[config.mk]
export PLATFORM = sky130hd
export DESIGN_NAME = rbe_ctrl
export DESIGN_NICKNAME = d
export VERILOG_FILES = /design/src/hdl/rbe_pkg.sv /design/src/hdl/rbe_ctrl.sv
export SDC_FILE = /design/constraint.sdc
export NUM_CORES = 1
export LEC_CHECK = 0
export ABC_AREA = 1
export BUFFER_PORTS_ARGS = -buffer_cell sky130_fd_sc_hd__buf_2
export CORE_MARGIN = 10
export CORE_UTILIZATION = 45
export CTS_CLUSTER_SIZE = 10
export DETAILED_ROUTE_END_ITERATION = 10
export MAX_ROUTING_LAYER = met4
export PLACE_DENSITY_LB_ADDON = 0.1
export SKIP_CTS_REPAIR_TIMING = 1
export SYNTH_ARGS = -nofsm -noshare
export SYNTH_HDL_FRONTEND = slang
export SYNTH_SLANG_ARGS = --single-unit
[constraint.sdc]
create_clock -name i_clk -period 1.3 [get_ports i_clk]
set_input_delay 0.26 -clock i_clk [delete_from_list [all_inputs] [get_ports i_clk]]
set_output_delay 0.26 -clock i_clk [all_outputs]
set_load 0.1 [all_outputs]
[src/hdl/rbe_pkg.sv]
// ----------------------------------------------------------------------------
// rbe_pkg
// Shared constants, codes and controller/datapath bundles of the rANS encoder.
// ----------------------------------------------------------------------------
package rbe_pkg;

    // Field widths of the input and result beats
    localparam int OP_W   = 2;
    localparam int SYM_W  = 8;
    localparam int FREQ_W = 13;
    localparam int CUM_W  = 12;
    localparam int BYTE_W = 8;
    localparam int KIND_W = 2;

    // Coder geometry
    localparam int SCALE_BITS       = 12;
    localparam int LOWER_BOUND_BITS = 23;
    localparam int ALPHABET_SIZE    = 256;
    localparam int STATE_W          = 32;
    localparam int STATE_BYTES      = STATE_W / BYTE_W;

    // Renormalize while state >= freq << RENORM_SHIFT; the quotient then fits RENORM_SHIFT bits
    localparam int RENORM_SHIFT = LOWER_BOUND_BITS - SCALE_BITS + BYTE_W;
    localparam int QUOT_W       = RENORM_SHIFT;
    localparam int DIV_W        = FREQ_W + RENORM_SHIFT - 1;
    localparam int CMP_W        = (STATE_W > FREQ_W + RENORM_SHIFT) ?
                                  STATE_W : FREQ_W + RENORM_SHIFT;
    localparam int TBL_IDX_W    = $clog2(ALPHABET_SIZE);
    localparam int CNT_W        = $clog2(QUOT_W + 1);

    localparam logic [STATE_W-1:0] LOWER_BOUND = STATE_W'(1) << LOWER_BOUND_BITS;
    localparam logic [SYM_W:0]     SYM_LIMIT   = (SYM_W + 1)'(ALPHABET_SIZE);
    localparam logic [CNT_W-1:0]   DIV_LAST    = CNT_W'(QUOT_W - 1);
    localparam logic [CNT_W-1:0]   FLUSH_LAST  = CNT_W'(STATE_BYTES - 1);

    typedef enum logic [OP_W-1:0] {
        OP_LOAD   = 2'd0,
        OP_ENCODE = 2'd1,
        OP_FLUSH  = 2'd2
    } t_op;

    typedef enum logic [KIND_W-1:0] {
        KIND_RENORM = 2'd0,
        KIND_FINAL  = 2'd1,
        KIND_ERROR  = 2'd2
    } t_kind;

    typedef struct packed {
        logic [FREQ_W-1:0] freq;
        logic [CUM_W-1:0]  cum;
    } t_entry;

    // Controller to datapath
    typedef struct packed {
        logic  tbl_wr;
        logic  tbl_rd;
        logic  emit;
        t_kind emit_kind;
        logic  emit_last;
        logic  shift_state;
        logic  div_init;
        logic  div_step;
        logic  state_update;
        logic  state_reset;
    } t_dp_cmd;

    // Datapath to controller
    typedef struct packed {
        logic out_free;
        logic freq_zero;
        logic need_renorm;
        logic renorm_last;
    } t_dp_status;

endpackage

[src/hdl/rbe_ctrl.sv]
// ----------------------------------------------------------------------------
// rbe_ctrl
// Sequencer for load, encode (lookup, renormalize, divide, update) and flush.
// ----------------------------------------------------------------------------
module rbe_ctrl (
    input  logic                    i_clk,
    input  logic                    i_rst_n,
    input  logic                    i_in_valid,
    input  logic [rbe_pkg::OP_W-1:0] i_in_op,
    output logic                    o_in_ready,
    input  rbe_pkg::t_dp_status     i_status,
    output rbe_pkg::t_dp_cmd        o_cmd
);
    import rbe_pkg::*;

    typedef enum logic [2:0] {
        ST_IDLE,
        ST_LOOKUP,
        ST_DIV,
        ST_UPDATE,
        ST_FLUSH
    } t_state;

    t_state           r_st;
    logic [CNT_W-1:0] r_cnt;

    assign o_in_ready = (r_st == ST_IDLE);

    always_comb begin
        o_cmd           = '0;
        o_cmd.emit_kind = KIND_RENORM;
        unique case (r_st)
            ST_IDLE: begin
                if (i_in_valid) begin
                    unique case (i_in_op)
                        OP_LOAD:   o_cmd.tbl_wr = 1'b1;
                        OP_ENCODE: o_cmd.tbl_rd = 1'b1;
                        default:   ;
                    endcase
                end
            end
            ST_LOOKUP: begin
                priority if (i_status.freq_zero) begin
                    o_cmd.emit      = i_status.out_free;
                    o_cmd.emit_kind = KIND_ERROR;
                    o_cmd.emit_last = 1'b1;
                end else if (i_status.need_renorm) begin
                    o_cmd.emit        = i_status.out_free;
                    o_cmd.emit_kind   = KIND_RENORM;
                    o_cmd.emit_last   = i_status.renorm_last;
                    o_cmd.shift_state = i_status.out_free;
                end else begin
                    o_cmd.div_init = 1'b1;
                end
            end
            ST_DIV:    o_cmd.div_step     = 1'b1;
            ST_UPDATE: o_cmd.state_update = 1'b1;
            ST_FLUSH: begin
                o_cmd.emit        = i_status.out_free;
                o_cmd.emit_kind   = KIND_FINAL;
                o_cmd.emit_last   = (r_cnt == FLUSH_LAST);
                o_cmd.shift_state = i_status.out_free;
                o_cmd.state_reset = i_status.out_free && (r_cnt == FLUSH_LAST);
            end
            default: ;
        endcase
    end

    always_ff @(posedge i_clk) begin
        if (!i_rst_n) begin
            r_st  <= ST_IDLE;
            r_cnt <= '0;
        end else begin
            unique case (r_st)
                ST_IDLE: begin
                    r_cnt <= '0;
                    if (i_in_valid) begin
                        unique case (i_in_op)
                            OP_ENCODE: r_st <= ST_LOOKUP;
                            OP_FLUSH:  r_st <= ST_FLUSH;
                            default:   r_st <= ST_IDLE;
                        endcase
                    end
                end
                ST_LOOKUP: begin
                    priority if (i_status.freq_zero) begin
                        if (i_status.out_free) begin
                            r_st <= ST_IDLE;
                        end
                    end else if (!i_status.need_renorm) begin
                        r_st <= ST_DIV;
                    end
                end
                ST_DIV: begin
                    r_cnt <= r_cnt + 1'b1;
                    if (r_cnt == DIV_LAST) begin
                        r_st <= ST_UPDATE;
                    end
                end
                ST_UPDATE: r_st <= ST_IDLE;
                ST_FLUSH: begin
                    if (i_status.out_free) begin
                        r_cnt <= r_cnt + 1'b1;
                        if (r_cnt == FLUSH_LAST) begin
                            r_st <= ST_IDLE;
                        end
                    end
                end
                default: r_st <= ST_IDLE;
            endcase
        end
    end

`ifndef SYNTHESIS
    a_flush_count_bound: assert property (@(posedge i_clk) disable iff (!i_rst_n)
        (r_st == ST_FLUSH) |-> (r_cnt <= FLUSH_LAST))
        else $error("flush byte count overran the state width");

    a_div_count_bound: assert property (@(posedge i_clk) disable iff (!i_rst_n)
        (r_st == ST_DIV) |-> (r_cnt <= DIV_LAST))
        else $error("divider step count overran the quotient width");

    a_div_ends_in_update: assert property (@(posedge i_clk) disable iff (!i_rst_n)
        (r_st == ST_DIV && r_cnt == DIV_LAST) |=> (r_st == ST_UPDATE))
        else $error("divider did not hand over to the state update");
`endif

endmodule

==> flow_metrics.tcl, run 1 <==
set metrics [dict create \
    grt_start_max_net_pins 7 \
    cts_buffers 3 \
    synthCells 108 \
    dpl_cell_area_um2 1318 \
    worstEpCategory "primary output" \
    syn_avg_cell_area_um2 6.940 \
    place_ws_ns -0.2969 \
    synthTopCellsByCount "inv_1 (14), nand2_1 (14), nor2_1 (12)" \
    dieWidth_um 60.81 \
    yosysWarnings 0 \
    cts_buffer_depth 2 \
    cts_max_level 1 \
    synth-seq-area-share_pct 21.37 \
    yosys.area.top_type "dfxtp_1" \
    synthFlopType "dfxtp_1" \
    ys_top_cells_by_area "dfxtp_1 (21%), nand2_4 (9.0%), inv_1 (7.0%)" \
    antenna_found_initial 0 \
    rows 14 \
    boundaryPins 21 \
    status "stopped before the end" \
    start_util_pct 48.62 \
    synth_seq_cells 8 \
    grt-worst-endpoint "o_cmd[0]" \
    synth_area_um2 749.5 \
    gp_congestion 0.8901 \
    io_buffers 20 \
    syn-num-nets 119 \
    synth_edf_count 0 \
    synth-async-reset-ratio_pct 0 \
    clock-sinks 8 \
    cts_root_buf "clkbuf_4" \
    die_h_um 60.81 \
    stop_error "[ERROR DPL-0033] detailed placement checks failed during check placement." \
    lastStage "global routing" \
    synth_top_area_share_pct 21.37 \
    synth_cell_type_count 25 \
    dp_hpwl_um 2099 \
]
metrics by stage:
stage / utilization [%] / instances / hold slack (ns) / TNS (ns)
2_1_floorplan: - / 108 / 0.3806 / -5.892
3_3_place_gp: 85.47 / 165 / 0.4776 / -0.7845
3_5_place_dp: 85.47 / 165 / 0.5026 / -1.652
4_1_cts: 87.18 / 169 / 0.2478 / -5.038
kinds of logic after synthesis:
family	after synthesis	share of synthesized area, %
flip-flops	8	21.37
adder cells (fa/ha/maj)	2	3.338
AND/OR/NAND/NOR	60	49.75
XOR/XNOR	1	1.169
AO/OA/AOI/OAI	18	13.52
buffers and inverters	19	10.85
==> run 2, diff against run 1 <==
- CORE_AREA: default -> 10 10 71 73
- CORE_MARGIN: 10 -> default
- CORE_UTILIZATION: 45 -> default
- CTS_CLUSTER_SIZE: 10 -> default
- DIE_AREA: default -> 0 0 81 83
- MAX_ROUTING_LAYER: met4 -> default
- PLACE_DENSITY_LB_ADDON: 0.1 -> 0.15
- clock period: 1.3 -> 1.7 ns (I/O delays scaled with it)
==> flow_metrics.tcl, run 2 <==
set metrics [dict create \
    final_common_cell "inv_1" \
    die_h_um 83 \
    synthCells 108 \
    synth-seq-area-share_pct 21.37 \
    largest_reg_flops 5 \
    io_buffers 20 \
    synth_area_um2 749.5 \
    first_pass_iters 4 \
    reg.largest.list "r_cnt x5, r_st x3" \
    worstSetupEndpointType "primary output" \
    synth-async-reset-ratio_pct 0 \
    holdWs_ns 0.3646 \
    power.leakage_uw 0.0005503 \
    cts_tree "built" \
    drtAntennaViolNets 0 \
    wire_per_inst_um 10.89 \
    path_class "reg2out" \
    period_needed_ns 1.657 \
    gp_congestion 0.8166 \
    grt_start_max_net_pins 9 \
    diodes 0 \
    synthTopCellsByCount "inv_1 (14), nand2_1 (14), nor2_1 (12)" \
    antenna_found_initial 0 \
    hold_viol_final 0 \
    synth_cell_type_count 25 \
    clock_skew_ns 0.005400 \
    cts_buffers 3 \
    cts_max_level 1 \
    ir_drop_mv 0.4501 \
    pwr-share-seq_pct 19.3 \
    via_per_inst 4.128 \
    grt.overflow.total 0 \
    track_usage_pct 6.081 \
    clock-sinks 8 \
    final_cell_mix "inv_1 (13), nand2_1 (12), buf_12 (12)" \
    cp_num_buf_inv 2 \
    dieWidth_um 81 \
    drt_iter0_markers 18 \
    status "complete, no violations" \
    cp_common_cell "nor2_4" \
    grt_pass1_wl_um 3408 \
    worstHoldPathType "in2reg" \
    top_register "r_cnt" \
    crit_family "flip-flops" \
    grt_pass1_vias 721 \
    syn-num-nets 119 \
    worst_pin_slew_ns 0.3171 \
    dp_hpwl_um 1775 \
    pwr-share-clk_pct 16.3 \
    crit_arrival_ns 1.32 \
    via_count 776 \
    synth_edf_count 0 \
    route.detailed.drc 0 \
    total_power_uw 1439 \
    syn2layout_area_growth_pct 81.97 \
    cts_root_buf "clkbuf_8" \
    rows 22 \
    setup_viol 0 \
    core-area_um2 3633 \
    finalWirelength_um 2047 \
    dieArea_um2 6723 \
    ys_top_cells_by_area "dfxtp_1 (21%), nand2_4 (9.0%), inv_1 (7.0%)" \
    cp-start-kind "flop" \
    cts_buffer_depth 2 \
    synth_top_area_share_pct 21.37 \
    slew_violations 0 \
    boundaryPins 21 \
    cp_slowest_cell "dfxtp_2" \
    clk_pin_slew_ns 0.04 \
    path_cells "ha_4, inv_2, nor2_4, nand3_4, nor2_4, buf_12" \
    pwr-share-comb_pct 64.4 \
    max_stage_delay_ns 0.36 \
    drive_gt1_share_pct 58.57 \
    pwr_density_cell_nw_per_um2 1055 \
    clkLatencyLatePin_ns 0.23 \
    p_int_uw 723.6 \
    p_switching_uw 715.7 \
    route.met2.wl_um 1037 \
    layout.cells.non_filler 188 \
    finalCritPeriodShare_pct 97.45 \
    dr_wl_met3_um 127 \
    swShare_pct 49.72 \
    syn_avg_cell_area_um2 6.940 \
    synthFlopType "dfxtp_1" \
    yosysWarnings 0 \
    max_slew_margin_pct 78.64 \
    maxCapViolCount 0 \
    top_layer "met4" \
    start_util_pct 20.63 \
    wl_met1_um 860 \
    max_freq_ghz 0.6036 \
    dp.cells 177 \
    fin_nets 152 \
    worstPathRequired_ns 1.36 \
    rsz0062_at_grt "true" \
    synth_seq_cells 8 \
    yosys.area.top_type "dfxtp_1" \
    critPathMaxFanout 3 \
]
-- run 2: path summary, 6_finish.rpt --
path,slack (ns),to,from,cells after the start
max,0.04,o_cmd[0],r_cnt[1],6
min,0.36,r_st[2],i_rst_n,3
max reg2reg,0.34,r_st[1],r_cnt[1],11
min reg2reg,0.50,r_cnt[3],r_cnt[3],2
-- run 2: cells by family after synthesis --
| family | after synthesis | share of synthesized area (%) |
|---|---|---|
| AOI/OAI and AO/OA | 18 | 13.52 |
| xor gates and xnor gates | 1 | 1.169 |
| adders and majority gates | 2 | 3.338 |
| buffers and inverters | 19 | 10.85 |
| DFF | 8 | 21.37 |
| and+or+nand+nor | 60 | 49.75 |
-- run 2: layout make-up --
cell class / instances / area (um2)
repair buffers: 29 / 347.8
clock buffers: 4 / 45.04
multi-input cells: 81 / 651.9
fillers: 386 / 2270
inverters: 18 / 82.58
flip-flops and latches: 8 / 176.4
well taps: 48 / 60.06
-- run 2: power groups by stage --
stage	Clock, uW	Sequential, uW	Combinational, uW
2_1_floorplan	0	228	685
3_3_place_gp	0	268	880
3_5_place_dp	0	269	880
4_1_cts	244	266	882
5_1_grt	253	283	988
6_report	234	278	927
-- run 2: worst register-to-register path, cell delays in order, from the launching register on --
cell and delay (ns):
dfxtp_2 0.36, ha_4 0.15, inv_2 0.05, nor2_4 0.12, buf_4 0.13, nand2_4 0.04
nand2_4 0.08, nand2_4 0.06, nor2_8 0.10, nand3_2 0.06, nand2_1 0.07, nor2_2 0.03
-- run 2: per-stage QoR --
step | util [%] | setup TNS [ns] | worst slack [ns] | cell area [um2]
floorplan | - | -1.714 | -0.4076 | 869.6
global placement | 33.40 | 0 | 0.1040 | 1214
detailed placement | 33.40 | 0 | 0.06590 | 1214
CTS | 34.64 | -0.5803 | -0.1779 | 1259
global route | 37.53 | -0.1187 | -0.03507 | 1364
finish | 37.53 | 0 | 0.04327 | 1364
-- run 2: layer usage --
metal  vias up  track usage (%)
met3         4            2.155
li1        416                -
met1       339            7.432
met2        17            9.582
met5         -                0
met4         0            1.878
(Power assumes the default switching activity.)
